<file path="src/hw/rtl/snmfs_pkg.sv">
// Package for the sorted number map: shared types and action codes.
// No dependencies.
package snmfs_pkg;

   typedef enum logic [1:0] {
      ACT_INSERT = 2'd0,
      ACT_REMOVE = 2'd1,
      ACT_FIND   = 2'd2,
      ACT_FREE   = 2'd3
   } action_type;

   localparam int unsigned CSR_GLOBAL_MODE = 0;
   localparam int unsigned CSR_MAX_NUMBER  = 1;

   typedef struct packed {
      action_type  action;
      logic [15:0] number_in;
      logic [7:0]  slot_in;
   } req_type;

   typedef struct packed {
      logic        hit;
      logic [7:0]  slot_out;
      logic [15:0] free_number;
      logic        table_full;
   } rsp_type;

endpackage

</file>
<file path="src/hw/rtl/snmfs_front.sv">
// Front end: accepts request words and queues them.
// Depends on snmfs_pkg.
module snmfs_front (
   input  logic              clock,
   input  logic              reset,
   input  logic              in_valid,
   output logic              in_ready,
   input  snmfs_pkg::req_type in_data,
   output logic              q_valid,
   input  logic              q_ready,
   output snmfs_pkg::req_type q_data
);
   import snmfs_pkg::*;

   // Two-entry queue between front and back.
   req_type    q_mem_ff [2];
   logic       wr_ptr_ff, wr_ptr_in, rd_ptr_ff, rd_ptr_in;
   logic [1:0] cnt_ff, cnt_in;
   logic       push, pop;

   assign in_ready = (cnt_ff != 2'd2);
   assign push     = in_valid && in_ready;
   assign q_valid  = (cnt_ff != 2'd0);
   assign pop      = q_valid && q_ready;
   assign q_data   = q_mem_ff[rd_ptr_ff];

   always_comb begin
      wr_ptr_in = wr_ptr_ff ^ push;
      rd_ptr_in = rd_ptr_ff ^ pop;
      cnt_in    = cnt_ff + {1'b0, push} - {1'b0, pop};
   end

   always_ff @(posedge clock) begin
      if (reset) begin
         wr_ptr_ff <= 1'b0;
         rd_ptr_ff <= 1'b0;
         cnt_ff    <= 2'd0;
      end else begin
         wr_ptr_ff <= wr_ptr_in;
         rd_ptr_ff <= rd_ptr_in;
         cnt_ff    <= cnt_in;
      end
   end

   // Payload storage; the free search start parity is fixed later in the back end.
   always_ff @(posedge clock) begin
      if (push) begin
         q_mem_ff[wr_ptr_ff] <= in_data;
      end
   end
endmodule

</file>
<file path="config.mk">
export PLATFORM = sky130hd
export DESIGN_NAME = snmfs_front
export DESIGN_NICKNAME = d
export VERILOG_FILES = /design/src/hw/rtl/snmfs_pkg.sv /design/src/hw/rtl/snmfs_front.sv
export SDC_FILE = /design/constraint.sdc
export NUM_CORES = 1
export LEC_CHECK = 0
export ABC_AREA = 0
export BUFFER_PORTS_ARGS = -buffer_cell sky130_fd_sc_hd__clkbuf_2
export CAP_MARGIN = 20
export CORE_AREA = 2 2 72 74
export CTS_CLUSTER_SIZE = 8
export DETAILED_ROUTE_END_ITERATION = 12
export DIE_AREA = 0 0 74 76
export PLACE_DENSITY = 0.71
export REMOVE_ABC_BUFFERS = 1
export SLEW_MARGIN = 25
export SYNTH_ARGS = -nofsm -noshare
export SYNTH_HDL_FRONTEND = slang
export SYNTH_SLANG_ARGS = --single-unit
</file>
<file path="constraint.sdc">
create_clock -name clock -period 2.01 [get_ports clock]
set_clock_uncertainty 0.2 [all_clocks]
set_input_delay 0.402 -clock clock [delete_from_list [all_inputs] [get_ports clock]]
set_output_delay 0.402 -clock clock [all_outputs]
set_load 0.05 [all_outputs]
</file>
* Yosys cells after proc, flatten, opt, wreduce, memory -nomap -nowiden
Memory sizes are Yosys's and may differ from the RTL's. A register that Yosys moved wholly into a read port is not among the register bits.
Cells that the tools add are included.
** Storage, ports and cells
- Register bits :: 4
- Bits in writable memories :: 52
- Input port bits :: 30
- Output and inout port bits :: 28
- Logic and storage cells :: 15
- Memories kept :: 1
** Cells by class
- $add $sub $neg :: 2
- Equal/unequal tests :: 1
- Muxes and demuxes :: 3
- Bitwise logic cells :: 2
- Reductions and logical operators :: 3
** Memory list
- q_mem_ff :: depth 2, bits a word 26, rd ports 1, clocked after memory_dff 1, write ports 1, line snmfs_front.sv:16 : req_type q_mem_ff [2];
** Operators with widths (count)
- $mux W1 :: 3
- $add A2 B1 Y2 :: 1
- $logic_and A1 B1 Y1 :: 2
- $ne A2 B2 Y1 const B :: 1
- $reduce_bool A2 Y1 :: 1
- $sub A2 B1 Y2 :: 1
- $xor A1 B1 Y1 :: 2

* Longest topological paths before layout
Gate-level depths: netlist (run 1).
- Depth in word-level cells :: 4
- Gate-level depth with buffers :: 6
- Mapped depth without buffers :: 6

* Least setup slack after synthesis (run 1)
Ideal clock, no wire load.
- Path type :: flip-flop to flip-flop
- Start :: reg cnt_ff[0]
- End :: mem q_mem_ff[0][0] (netlist name) (enable)
- Setup time :: 385 ps
- Data arrival time :: 1770 ps
- Required time :: 1425 ps
- Setup slack :: -345 ps
- Cell stages (with the launch flop) :: 4
- Path buffers :: 0
- Period minus slack after synthesis :: 2355 ps
- Path through :: dfxtp_1 > nand2b_1 > and2_1 > ha_1
** Between the ends
- Cells in the longest elaborated chain, start to end :: 4
** RTL lines
- start, declared :: line snmfs_front.sv:18 : logic [1:0] cnt_ff, cnt_in;
- start signal, assigned :: line snmfs_front.sv:41 : cnt_ff <= cnt_in;
- $ne A2 B2 Y1 :: line snmfs_front.sv:21 : assign in_ready = (cnt_ff != 2'd2);
- net in_ready :: line snmfs_front.sv:7 : output logic in_ready,
- $logic_and A1 B1 Y1 :: line snmfs_front.sv:22 : assign push = in_valid && in_ready;
- $mux W1 :: line snmfs_front.sv:47 : if (push) begin
- $mux W1 (implied by the code) :: line snmfs_front.sv:48 : q_mem_ff[wr_ptr_ff] <= in_data;
- end, declared :: line snmfs_front.sv:16
The timed path passes the listed nets, and every way through them passes these cells.

==> results of run 1 <==
[layer usage]
metal	global-route usage, %	vias up	routed length (microns)
met4	4.91	0	61
li1	-	549	-
met3	4.63	7	235
met5	0	-	0
met2	26.5	48	2100
met1	14.1	574	1500
[cells by family after synthesis]
group / Yosys count
simple gates: 13
xor+xnor: 1
buf+inv: 4
mux: 27
compound gates: 5
flops: 56
fa+ha+maj: 2
[worst max-delay path, stage by stage, from the launching register on]
cell and delay [ns]:
dfxtp_4 0.39, buf_12 0.16, mux2_2 0.36, buf_8 0.15
[layout make-up]
class	count	share of cell area, %
sequential	56	56.1
timing repair buffer	64	21.3
multi-input combinational	48	15.1
tap	70	2.99
clock buffer	5	2.35
clock inverter	2	2.05
inverter	1	0.128
[stage by stage]
stage          power (mW)  cell area [sq um]  worst slack, ns  setup TNS, ns  instances
2_1_floorplan        2.41               2090           -0.345         -15.27        105
3_3_place_gp         2.67               2510            0.153              0        237
3_5_place_dp         2.71               2510         -0.00358       -0.00358        237
4_1_cts              3.82               2900        -0.000267      -0.000267        245
5_1_grt              4.02               2930          -0.0119        -0.0416        246
6_report             3.87               2930           0.0384              0        246
[power by group through the flow]
stage	clock [mW]	sequential, mW	combinational [mW]
detailed placement	0	1.52	1.19
global route	0.898	1.52	1.60
finish	0.825	1.51	1.54
global placement	0	1.51	1.16
CTS	0.844	1.51	1.46
floorplan	0	1.54	0.870
[sequential cells by signal, summed over array words and instances, names as in the netlist]
signal and flops:
rd_ptr_ff 1, cnt_ff 2, wr_ptr_ff 1, q_mem_ff 52
[worst max-delay path by stage]
| stage | end | slack (ns) | cells past startpoint |
|---|---|---|---|
| after floorplan | q_mem_ff[0][0] | -0.35 | 3 |
| after global placement | cnt_ff[1] | 0.15 | 7 |
| after detailed placement | cnt_ff[1] | -0.004 | 7 |
| after CTS | q_data[2] | -0.0003 | 3 |
| after global routing | q_data[10] | -0.01 | 3 |
| final | q_data[4] | 0.04 | 3 |
[what timing repair did]
| item | CTS | global route |
|---|---|---|
| buffers inserted | 0 | 1 |
| setup endpoints to repair | 26 | 24 |
| gates cloned | 1 | 0 |
| gates resized for setup | 55 | 20 |
[cell usage after synthesis]
master,instances
buf_2,1
dfxtp_1,4
ha_1,2
a211oi_1,1
nand3_1,1
mux2_1,1
xor2_1,1
o21ai_0,2
a32oi_1,1
and2b_1,1
nor2b_1,2
or2_2,1
edfxtp_1,52
nor2_1,5
a21bo_1,1
and3_1,1
inv_1,1
mux2_2,26
nand2b_1,1
buf_4,2
and2_1,1
==> results.toml, run 1 <==
[sta]
final_min_period_over_clock_period_pct = 98.1
period_needed_ns = 1.97
slew_headroom_pct = 82.1
finalSetupViolations = 0
finalMaxSlewViolations = 0
worst_pin_slew_ns = 0.268
hold_violations = 0
fmax_mhz = 507
rsz0062_at_grt = "true"
whs_ns = 0.0838

[power]
p_seq_share_pct = 39.0
vdd_drop_max_mv = 0.780
internal_power_mw = 2.59
switching_share_pct = 33.2
p_sw_mw = 1.28
combPwrFrac_pct = 39.7
clock_power_share_pct = 21.3
powerDensity_mw_per_mm2 = 1320
power.leakage_nw = 1.12

[detailed_routing]
drcViolationCount = 0
vias_per_cell = 4.79
ant_nets = 0
vias = 1178
dr.pass1.iters = 3
drt_iter0_drc = 78
wl_per_cell_microns = 15.9
routed_wirelength_microns = 3900

[final_layout]
fill_cells = 364
utilization_pct = 59.7
regArea_sq_mm = 0.00165
diodes = 0
final_cell_mix = "edfxtp_1, clkbuf_2, mux2_2"
final_common_cell = "edfxtp_1"
nNetsFinal = 208
area_growth_pct = 39.1
final_layout_size_suffix_gt1_share_pct = 56.3
multi_input_area_sq_um = 443

[cts]
htreeDepth = 2
cts_root_buf = "clkbuf_8"
max-clock-path-buffers = 2
clk_pin_slew_worst_paths_ns = 0.09
clk_latency_ns = 0.30
ctsHoldBuffers = 0
clkSinkCount = 56
numCtsBuffers = 5
cts_tree = "done"

[global_route]
grt_pass1_wl_microns = 5810
antenna_found_initial = 0
grt_max_degree = 19
grt_pass1_vias = 1257
grt-ovfl-total = 0
grt_use_total_pct = 14.2

[logic_synthesis]
avgSynthCellArea_sq_um = 19.5
synth_cell_type_count = 21
seq_area_frac_synth_pct = 77.9
syn_area_sq_mm = 0.00211
synth_compound_area_share_pct = 1.72
synth_warnings = 0
synth_top_area_cell = "edfxtp_1"
yosys.area_share.simple_pct = 3.26
synth_xor_area_share_pct = 0.415
yosys.area.top_type_share_pct = 74.1
synth_seq_cells = 56
synth_cells = 108
yosys-top-cells-area = "edfxtp_1, mux2_2, dfxtp_1"
yosys.area_share.adder_pct = 1.19
synth.area.mux_share_pct = 14.4
synth_top_family_by_area = "multiplexers"

[floorplan]
die_h_microns = 76
rows = 26
die_x_microns = 74
io_pins = 58
core_sq_mm = 0.00491
dieArea_sq_mm = 0.00562
start_util_pct = 42.9

[min_path]
hold_class = "primary input to flip-flop"
min_to = "q_mem_ff[1][6]"
worstHoldStart = "in_data[6]"
worstHoldPathCells = 1

[critical_path]
startpoint_type = "flip-flop"
cp-end-kind = "primary output"
cp_max_fo = 14
required_ns = 1.41
crit_start = "rd_ptr_ff"
reg2reg_to = "cnt_ff[1]"
worstReg2RegStart = "cnt_ff[1]"
r2r_cells = 6
crit_arrival_ns = 1.37
path_class = "flip-flop to primary output"
r2r_slack_ns = 0.12

[flow_run]
cap_violations = 0

[outcome]
status = "finished, final reports clean"

[placement]
io_buffers = 57
gp_congestion = 0.647
hpwl_microns = 2500
Power figures use the tool's default switching activity.
==> run 2: changes to the inputs <==
Settings changed: CELL_PAD_IN_SITES_DETAIL_PLACEMENT from default to 1, CELL_PAD_IN_SITES_GLOBAL_PLACEMENT from default to 2, CORE_AREA 2 2 72 74 to 2 2 83 85, DIE_AREA 0 0 74 76 to 0 0 85 87, PLACE_DENSITY 0.71 to default, PLACE_DENSITY_LB_ADDON from default to 0.1.
==> run 2 against run 1 <==
  * Combinational power barely moved
  * Cell count rose by 4.9%
  * Die area rose by 31%
  * Critical path type unchanged
==> results.toml, run 2 (same netlist as run 1, synthesis figures left out) <==
[floorplan]
die_h_microns = 87
rows = 30
die_x_microns = 85
core_sq_mm = 0.00657
start_util_pct = 32.1
dieArea_sq_mm = 0.00740
io_pins = 58

[cts]
cts_tree = "done"
clk_latency_ns = 0.30
htreeDepth = 2
ctsHoldBuffers = 0
cts_root_buf = "clkbuf_8"
max-clock-path-buffers = 2
clkSinkCount = 56
numCtsBuffers = 5
clk_pin_slew_worst_paths_ns = 0.09

[critical_path]
crit_arrival_ns = 1.38
cp-end-kind = "primary output"
required_ns = 1.41
cp_max_fo = 9
path_class = "flip-flop to primary output"
startpoint_type = "flip-flop"

[sta]
final_min_period_over_clock_period_pct = 98.4
whs_ns = 0.0838
finalSetupViolations = 0
worst_pin_slew_ns = 0.275
period_needed_ns = 1.98
finalMaxSlewViolations = 0
slew_headroom_pct = 81.7
rsz0062_at_grt = "true"
hold_violations = 0
fmax_mhz = 506

[final_layout]
reg.largest.list = "q_mem_ff x52, cnt_ff x2"
largest_reg_flops = 52
diodes = 0
postLayoutCellArea_sq_mm = 0.00292
top_register = "q_mem_ff"
area_growth_pct = 38.4
final_common_cell = "edfxtp_1"
final_layout_size_suffix_gt1_share_pct = 55.6
nNetsFinal = 209
final_cell_mix = "edfxtp_1, clkbuf_2, mux2_2"

[placement]
io_buffers = 57
dpl_cell_area_sq_mm = 0.00253
gp_congestion = 0.689

[detailed_routing]
routed_wirelength_microns = 3890
vias_per_cell = 4.53
wl_per_cell_microns = 15.1
dr.pass1.iters = 4
ant_nets = 0
vias = 1170
drcViolationCount = 0
drt_iter0_drc = 53

[outcome]
status = "finished, final reports clean"

[global_route]
grt_pass1_wl_microns = 6120
antenna_found_initial = 0
grt_pass1_vias = 1299
grt_use_total_pct = 11.0
grt-ovfl-total = 0
grt_max_degree = 20

[flow_run]
cap_violations = 0

[power]
powerDensity_mw_per_mm2 = 1280
vdd_drop_max_mv = 0.581
power.leakage_nw = 1.11
power_mw = 3.73

[min_path]
hold_class = "primary input to flip-flop"
run 2: routing by layer:
| layer | vias to the layer above | GRT usage (%) | share of wire, % |
|---|---|---|---|
| met5 | - | 0 | 0 |
| met4 | 0 | 4.33 | 1.6 |
| met3 | 5 | 3.60 | 5.3 |
| met2 | 37 | 19.1 | 53 |
| met1 | 578 | 12.7 | 40 |
| li1 | 550 | - | - |
run 2: path summary, 6_finish.rpt:
kind         cells past startpoint       start             end  slack [ns]
max                              3   rd_ptr_ff      q_data[13]        0.03
min                              1  in_data[4]  q_mem_ff[1][4]        0.08
max reg2reg                      6   cnt_ff[1]       cnt_ff[1]        0.25
min reg2reg                      3   wr_ptr_ff       wr_ptr_ff        0.37
run 2: layout make-up:
class | count | area (sq um)
Fill cell | 640 | 3650
Sequential cell | 56 | 1650
Timing Repair Buffer | 65 | 616
Multi-Input combinational cell | 48 | 447
Tap cell | 80 | 100
Clock buffer | 5 | 68.8
Clock inverter | 3 | 37.5
Inverter | 1 | 3.75
run 2: metrics by stage:
stage / utilization (%) / std cells / worst slack (ns) / TNS (ns)
floorplan: - / 105 / -0.345 / -15.27
global placement: 38.5 / 248 / 0.145 / 0
detailed placement: 38.5 / 248 / 0.0737 / 0
CTS: 43.1 / 257 / -0.00456 / -0.00621
global route: 44.4 / 258 / -0.0224 / -0.150
finish: 44.4 / 258 / 0.0322 / 0
run 2: power breakdown:
group | internal (mW) | total (mW) | switching [mW] | leakage, nW
clock | 0.363 | 0.700 | 0.336 | 0.0532
combinational | 0.648 | 1.53 | 0.879 | 0.539
sequential | 1.44 | 1.50 | 0.0596 | 0.520
run 2: what timing repair did:
action | in CTS | in global routing
endpoints found under the setup margin | 26 | 26
cloned | 0 | 1
resized for setup | 47 | 35
buffers inserted | 1 | 0
run 2: worst max-delay path: stages, from the launching register on:
cell,delay [ns]
dfxtp_4,0.40
clkbuf_16,0.17
mux2_2,0.35
buf_8,0.15
